`src/rtl/core/dtre_pkg.sv`:
```
// Package for the differential trail round expander.
// Holds payload structs, command codes and fixed widths; no dependencies.
package dtre_pkg;

  localparam int PROB_BITS = 32;
  localparam int PROB_W    = PROB_BITS + 1;
  // Largest count is 16 * 31 * 31 = 15376.
  localparam int CNT_W     = 14;
  localparam int PROD_W    = PROB_W + CNT_W;
  localparam int SHIFT_W   = PROD_W - 8;

  localparam logic [PROB_W-1:0] THRESHOLD_RESET = PROB_W'(42950);
  localparam logic [8:0]        TRANS_MAX       = 9'h1FF;

  localparam logic CMD_LOAD   = 1'b0;
  localparam logic CMD_EXPAND = 1'b1;

  typedef struct packed {
    logic              command;
    logic [3:0]        table_row;
    logic [3:0]        table_col;
    logic [4:0]        table_count;
    logic [15:0]       difference;
    logic [PROB_W-1:0] path_prob;
  } dtre_in_t;

  typedef struct packed {
    logic [3:0]        round_diff;
    logic [8:0]        trans_count;
    logic [PROB_W-1:0] next_prob;
    logic [15:0]       next_difference;
    logic              kept;
    logic              last;
  } dtre_out_t;

endpackage

```
`src/rtl/core/diff_trail_round_expander_core.sv`:
```
// Top level of the differential trail round expander.
// A 256-entry distribution table in one single-port memory; uses dtre_pkg.
// A load transfer writes the table in its accept cycle.
// An expand transfer reads row x3 (16 reads) and then 256 pair entries, one
// memory read per cycle; the sixteen results pass the read, count, product and
// output registers, and in_ready returns once the datapath has drained.
// The single memory port sets this read rate; output stalls pause the reads.
// rst_n clears control and sets the threshold to 42950; the table is undefined.
module diff_trail_round_expander_core
  import dtre_pkg::*;
(
  input  logic              clk,
  input  logic              rst_n,
  input  logic              in_valid,
  output logic              in_ready,
  input  dtre_in_t          in_data,
  output logic              out_valid,
  input  logic              out_ready,
  output dtre_out_t         out_data,
  input  logic              cfg_we,
  input  logic [PROB_W-1:0] cfg_data
);

  typedef enum logic [1:0] {
    S_IDLE,
    S_ROW,
    S_PAIR,
    S_DRAIN
  } state_t;

  state_t            state_r;
  logic [PROB_W-1:0] thresh_r;

  // Latched expand item.
  logic [3:0]        x0_r, x1_r, x2_r, x3_r;
  logic [PROB_W-1:0] prob_r;

  // Read issue counters.
  logic [3:0]        m_r;
  logic [3:0]        d_r;

  // Table memory and its read stage.
  logic [4:0]        tbl_mem [256];
  logic [4:0]        rdata_r;
  logic              rv_r;
  logic              rkind_r;
  logic [3:0]        rm_r;
  logic [3:0]        rd_r;
  logic              rlast_r;

  // Row buffer for T[x3][*] and the accumulator.
  logic [4:0]        row_r [16];
  logic [CNT_W-1:0]  acc_r;
  logic [CNT_W-1:0]  acc_nxt;

  logic              cv_r;
  logic [CNT_W-1:0]  cnt_r;
  logic [3:0]        cd_r;

  logic              mv_r;
  logic [PROD_W-1:0] prod_r;
  logic [CNT_W-1:0]  mcnt_r;
  logic [3:0]        md_r;

  logic              out_valid_r;
  dtre_out_t         out_r;
  dtre_out_t         out_nxt;

  logic              adv;
  logic              issue;
  logic              tbl_we;
  logic [7:0]        mem_addr;
  logic [SHIFT_W-1:0] shifted;
  logic [PROB_W-1:0] np_sat;

  assign in_ready  = (state_r == S_IDLE);
  assign out_valid = out_valid_r;
  assign out_data  = out_r;

  // The whole datapath holds while a finished count waits on a full output.
  assign adv    = !(mv_r && out_valid_r && !out_ready);
  assign issue  = adv && ((state_r == S_ROW) || (state_r == S_PAIR));
  assign tbl_we = in_valid && in_ready && (in_data.command == CMD_LOAD);

  always_comb begin
    if (state_r == S_IDLE) begin
      mem_addr = {in_data.table_row, in_data.table_col};
    end else if (state_r == S_ROW) begin
      mem_addr = {x3_r, m_r};
    end else begin
      mem_addr = {x2_r ^ m_r, d_r};
    end
  end

  always_ff @(posedge clk) begin
    if (tbl_we) begin
      tbl_mem[mem_addr] <= in_data.table_count;
    end
    if (issue) begin
      rdata_r <= tbl_mem[mem_addr];
    end
  end

  always_comb begin
    acc_nxt = ((rm_r == 4'd0) ? '0 : acc_r)
            + CNT_W'(row_r[rm_r]) * CNT_W'(rdata_r);
  end

  always_comb begin
    shifted = prod_r[PROD_W-1:8];
    if (shifted[SHIFT_W-1:PROB_W] != '0) begin
      np_sat = '1;
    end else begin
      np_sat = shifted[PROB_W-1:0];
    end
    out_nxt.round_diff      = md_r;
    out_nxt.trans_count     = (mcnt_r > CNT_W'(TRANS_MAX)) ? TRANS_MAX : mcnt_r[8:0];
    out_nxt.next_prob       = np_sat;
    out_nxt.next_difference = {x1_r, x2_r, x3_r, x0_r ^ md_r};
    out_nxt.kept            = (mcnt_r != '0) && (np_sat >= thresh_r);
    out_nxt.last            = (md_r == 4'hF);
  end

  always_ff @(posedge clk) begin
    if (!rst_n) begin
      state_r     <= S_IDLE;
      thresh_r    <= THRESHOLD_RESET;
      m_r         <= '0;
      d_r         <= '0;
      rv_r        <= 1'b0;
      cv_r        <= 1'b0;
      mv_r        <= 1'b0;
      out_valid_r <= 1'b0;
    end else begin
      if (cfg_we) begin
        thresh_r <= cfg_data;
      end

      case (state_r)
        S_IDLE: begin
          if (in_valid && in_data.command == CMD_EXPAND) begin
            x0_r    <= in_data.difference[15:12];
            x1_r    <= in_data.difference[11:8];
            x2_r    <= in_data.difference[7:4];
            x3_r    <= in_data.difference[3:0];
            prob_r  <= in_data.path_prob;
            m_r     <= '0;
            d_r     <= '0;
            state_r <= S_ROW;
          end
        end
        S_ROW: begin
          if (issue) begin
            m_r <= m_r + 4'd1;
            if (m_r == 4'hF) begin
              state_r <= S_PAIR;
            end
          end
        end
        S_PAIR: begin
          if (issue) begin
            m_r <= m_r + 4'd1;
            if (m_r == 4'hF) begin
              d_r <= d_r + 4'd1;
              if (d_r == 4'hF) begin
                state_r <= S_DRAIN;
              end
            end
          end
        end
        S_DRAIN: begin
          if (!rv_r && !cv_r && !mv_r) begin
            state_r <= S_IDLE;
          end
        end
        default: state_r <= S_IDLE;
      endcase

      if (adv) begin
        // Read tag stage, aligned with rdata_r.
        rv_r    <= issue;
        rkind_r <= (state_r == S_PAIR);
        rm_r    <= m_r;
        rd_r    <= d_r;
        rlast_r <= (state_r == S_PAIR) && (m_r == 4'hF);

        // Row fill and accumulation.
        if (rv_r && !rkind_r) begin
          row_r[rm_r] <= rdata_r;
        end
        if (rv_r && rkind_r) begin
          acc_r <= acc_nxt;
        end
        cv_r  <= rv_r && rkind_r && rlast_r;
        cnt_r <= acc_nxt;
        cd_r  <= rd_r;

        // Probability product.
        mv_r   <= cv_r;
        prod_r <= PROD_W'(prob_r) * PROD_W'(cnt_r);
        mcnt_r <= cnt_r;
        md_r   <= cd_r;
      end

      if (mv_r && (!out_valid_r || out_ready)) begin
        out_valid_r <= 1'b1;
        out_r       <= out_nxt;
      end else if (out_ready) begin
        out_valid_r <= 1'b0;
      end
    end
  end

  // A table write only happens while no read is in flight.
  a_no_rw_overlap: assert property (@(posedge clk) disable iff (!rst_n)
    tbl_we |-> (!issue && !rv_r))
    else $error("table write overlaps a read");

  // Accepting an item requires an empty datapath.
  a_idle_empty: assert property (@(posedge clk) disable iff (!rst_n)
    (state_r == S_IDLE) |-> (!rv_r && !cv_r && !mv_r))
    else $error("idle with work in the datapath");

  // A stalled product holds until the output register takes it.
  a_prod_hold: assert property (@(posedge clk) disable iff (!rst_n)
    (mv_r && out_valid_r && !out_ready) |=> (mv_r && $stable(prod_r) && $stable(md_r)))
    else $error("pending product lost during stall");

  // The last flag marks only the round difference fifteen.
  a_last_diff: assert property (@(posedge clk) disable iff (!rst_n)
    (out_valid_r && out_r.last) |-> (out_r.round_diff == 4'hF))
    else $error("last flag on wrong round difference");

  // A count is completed only after a pair read with the final m.
  a_count_src: assert property (@(posedge clk) disable iff (!rst_n)
    $rose(cv_r) |-> $past(rv_r && rkind_r && rlast_r))
    else $error("count completed without final pair read");

endmodule
```
`config.mk`:
```
export PLATFORM = sky130hd
export DESIGN_NAME = diff_trail_round_expander_core
export DESIGN_NICKNAME = d
export VERILOG_FILES = /design/src/rtl/core/dtre_pkg.sv /design/src/rtl/core/diff_trail_round_expander_core.sv
export SDC_FILE = /design/constraint.sdc
export NUM_CORES = 2
export LEC_CHECK = 0
export BUFFER_PORTS_ARGS = -buffer_cell sky130_fd_sc_hd__buf_2
export CAP_MARGIN = 20
export CORE_MARGIN = 3
export CORE_UTILIZATION = 53
export CTS_BUF_LIST = sky130_fd_sc_hd__clkbuf_4
export DETAILED_ROUTE_END_ITERATION = 7
export PLACE_DENSITY_LB_ADDON = 0.12
export SKIP_CTS_REPAIR_TIMING = 1
export SLEW_MARGIN = 15
export SYNTH_ARGS = -nofsm -noshare
export SYNTH_HDL_FRONTEND = slang
export SYNTH_SLANG_ARGS = --single-unit
```
`constraint.sdc`:
```
create_clock -name clk -period 13.6 [get_ports clk]
set_input_delay 0 -clock clk [delete_from_list [all_inputs] [get_ports clk]]
set_output_delay 0 -clock clk [all_outputs]
set_load 0.05 [all_outputs]
```
==> flow_summary.ini <==
[floorplanning]
dieHeight_um = 395
rows = 142
die_area_mm2 = 0.156
coreArea_mm2 = 0.150
initial_utilization = 0.534
pin_count = 167
fp.dieW_um = 395

[yosys]
async_reset_ff_frac = 0
yosysMostFrequentCell = nand2_1
syn_avg_cell_area_um2 = 11.9
syn_area_mm2 = 0.0801
ys_top_cells_by_count = nand2_1, edfxtp_1, nand3_1
postSynthCellCount = 6713
ys_warn_count = 0
synth_top_area_frac = 0.591
synth_flop_cell = edfxtp_1
synth_area_leaders = edfxtp_1, fa_1, nand2_1, nand3_1, ha_1
synth_nets = 7367
ys_seq_elements = 1628
post-synth-top-area-cell = edfxtp_1
synth_edf_count = 1577
seq_area_frac_synth = 0.604
netlist-cell-type-count = 64

[cts]
cts_root_buf = clkbuf_4
clk_latency_ns = 1.34
cts_buffer_depth = 4
cts_sinks = 1628
cts_buffers = 427
path_clk_slew_ns = 0.07
tritoncts = done
cts_htree_levels = 5

[worst_setup_path]
critPathTopFamily = adder cells
path_max_fanout = 34
cpPeakStageDelay_ns = 0.53
worstSetupStartpointType = register
crit_type = reg2reg
critPathSlowestCell = fa_1
critPathArrivalTime_ns = 8.25
required_ns = 14.63
end_kind = register
critPathBufInv = 7

[worst_hold_path]
hold_path.class = in2reg

[finish]
area_delta_synth_final_pct = 13.3
drive_above_1_share = 0.128
layout.nets = 7947
final_cell_area_mm2 = 0.0907

[sta]
final.setup.tns_ns = 0
rsz0062_at_grt = no
fin_crit_sh = 0.531
hold_viol = 0
drv_slew = 0
clock_skew_ns = 0.124
worst_pin_slew_ns = 1.21
max_freq_mhz = 139
setup_viol = 0
max-slew-margin-rel = 0.192
finalCriticalPeriod_ns = 7.22

[route]
dr_total_vias = 54300
drt_iter0_drc = 4725
postRouteAntennaNets = 0
drc_errors = 0
post_drt_wl_per_cell_um = 22.2
dr.pass1.iters = 6
routed_wirelength_um = 213000
viasPerCell = 5.66

[place]
hpwl_um = 127000
place_area_mm2 = 0.0826
gp_congestion = 0.856
portBuffers = 166

[grt]
gr-usage-all-layers = 0.265
grt_max_degree = 202
grt_pass1_wl_um = 318000
grt-ovfl-total = 0
grt_pass1_vias = 53800
antenna_found_initial = 8

[flow_run]
maxCapViolCount = 0

[outcome]
status = finished, final reports clean
[worst register-to-register path: stages, from the launching register on]
cell	delay, ns
edfxtp_1	0.36
buf_4	0.28
and2_1	0.27
fa_1	0.53
inv_1	0.05
fa_1	0.47
inv_1	0.05
fa_1	0.50
inv_1	0.07
fa_1	0.53
inv_1	0.05
fa_1	0.47
inv_1	0.05
fa_1	0.48
inv_1	0.05
ha_1	0.34
a21oi_1	0.15
o21ai_0	0.22
a2111oi_2	0.49
a211oi_1	0.20
nor4_4	0.39
nor2_1	0.15
o41a_1	0.37
a21o_1	0.23
a21oi_1	0.18
xnor2_1	0.08
[registers in the layout, summed over array words and instances, names as in the netlist, 14 cells and up, named ones only]
signal and flops:
mcnt_r 14, prod_r 39, acc_r 14, tbl_mem 1280
out_data 64, row_r 80, cnt_r 14, thresh_r 33
prob_r 33
[cell families (layout without fill, tap and decap cells)]
family,count (synthesis),count (layout),share of synthesized area
simple gates,3037,3037,0.166
flops,1628,1628,0.604
buf+inv,858,1713,0.0431
fa+ha+maj,553,553,0.122
compound gates,503,503,0.0446
mux,75,75,0.0134
xor+xnor,59,59,0.00645
other cells,0,11,0
[metrics by stage]
step                      std cells  hold slack, ns  utilization  setup slack [ns]
after global placement         8573           0.177        0.550              6.46
after global routing           9592         0.00155        0.605              6.08
after floorplan                6713          0.0989            -              7.14
after detailed placement       8574           0.178        0.551              6.41
after CTS                      9278           -1.26        0.584              6.41
final                          9595          0.0914        0.605              6.38
[cells in the final DEF, fill, tap and decap left out, types with 27 or more instances in the layout]
cell type	Yosys	layout
a31oi_1	126	126
edfxtp_1	1577	1577
clkinv_1	1	60
nand3_1	546	546
fa_1	385	385
buf_4	3	65
nand2_1	1630	1630
inv_1	462	461
and3_1	135	135
a21o_1	44	44
o21ai_0	28	28
xnor2_1	29	29
and2_1	217	216
a21oi_1	80	79
nor2_1	368	363
ha_1	168	168
dfxtp_1	51	50
nor3_1	27	27
clkbuf_4	0	618
dlygate4sd3_1	0	303
or2_2	33	33
buf_2	159	161
mux2i_1	45	45
xor2_1	30	30
a32oi_1	95	95
[path summary, 6_finish.rpt]
| kind | slack, ns | cells past startpoint | to | startpoint |
|---|---|---|---|---|
| max | 6.38 | 25 | prod_r[44] | cnt_r[2] |
| min | 0.09 | 3 | prob_r[7] | in_data[7] |
| max reg2reg | 6.38 | 25 | prod_r[44] | cnt_r[2] |
| min reg2reg | 0.40 | 0 | out_data[16] | x1_r[2] |
[area by class of cell]
| type | instances | area, µm² |
|---|---|---|
| diodes | 11 | 27.5 |
| clock buffers | 618 | 4640 |
| clock inverters | 86 | 410 |
| fillers | 12200 | 59200 |
| inverters | 463 | 1740 |
| multi-input cells | 4227 | 28400 |
| flip-flops and latches | 1628 | 48400 |
| well taps | 2016 | 2520 |
| repair buffers | 546 | 4670 |
[per-layer routing]
| layer | routed length (µm) | GRT usage |
|---|---|---|
| met1 | 84600 | 0.347 |
| met2 | 106000 | 0.444 |
| met3 | 15300 | 0.0491 |
| met4 | 7090 | 0.0989 |
| met5 | 13 | 0 |
Power is left out: the tool's default activity adds up to more than one toggle a clock period on the data nets, which glitch-free logic cannot reach.
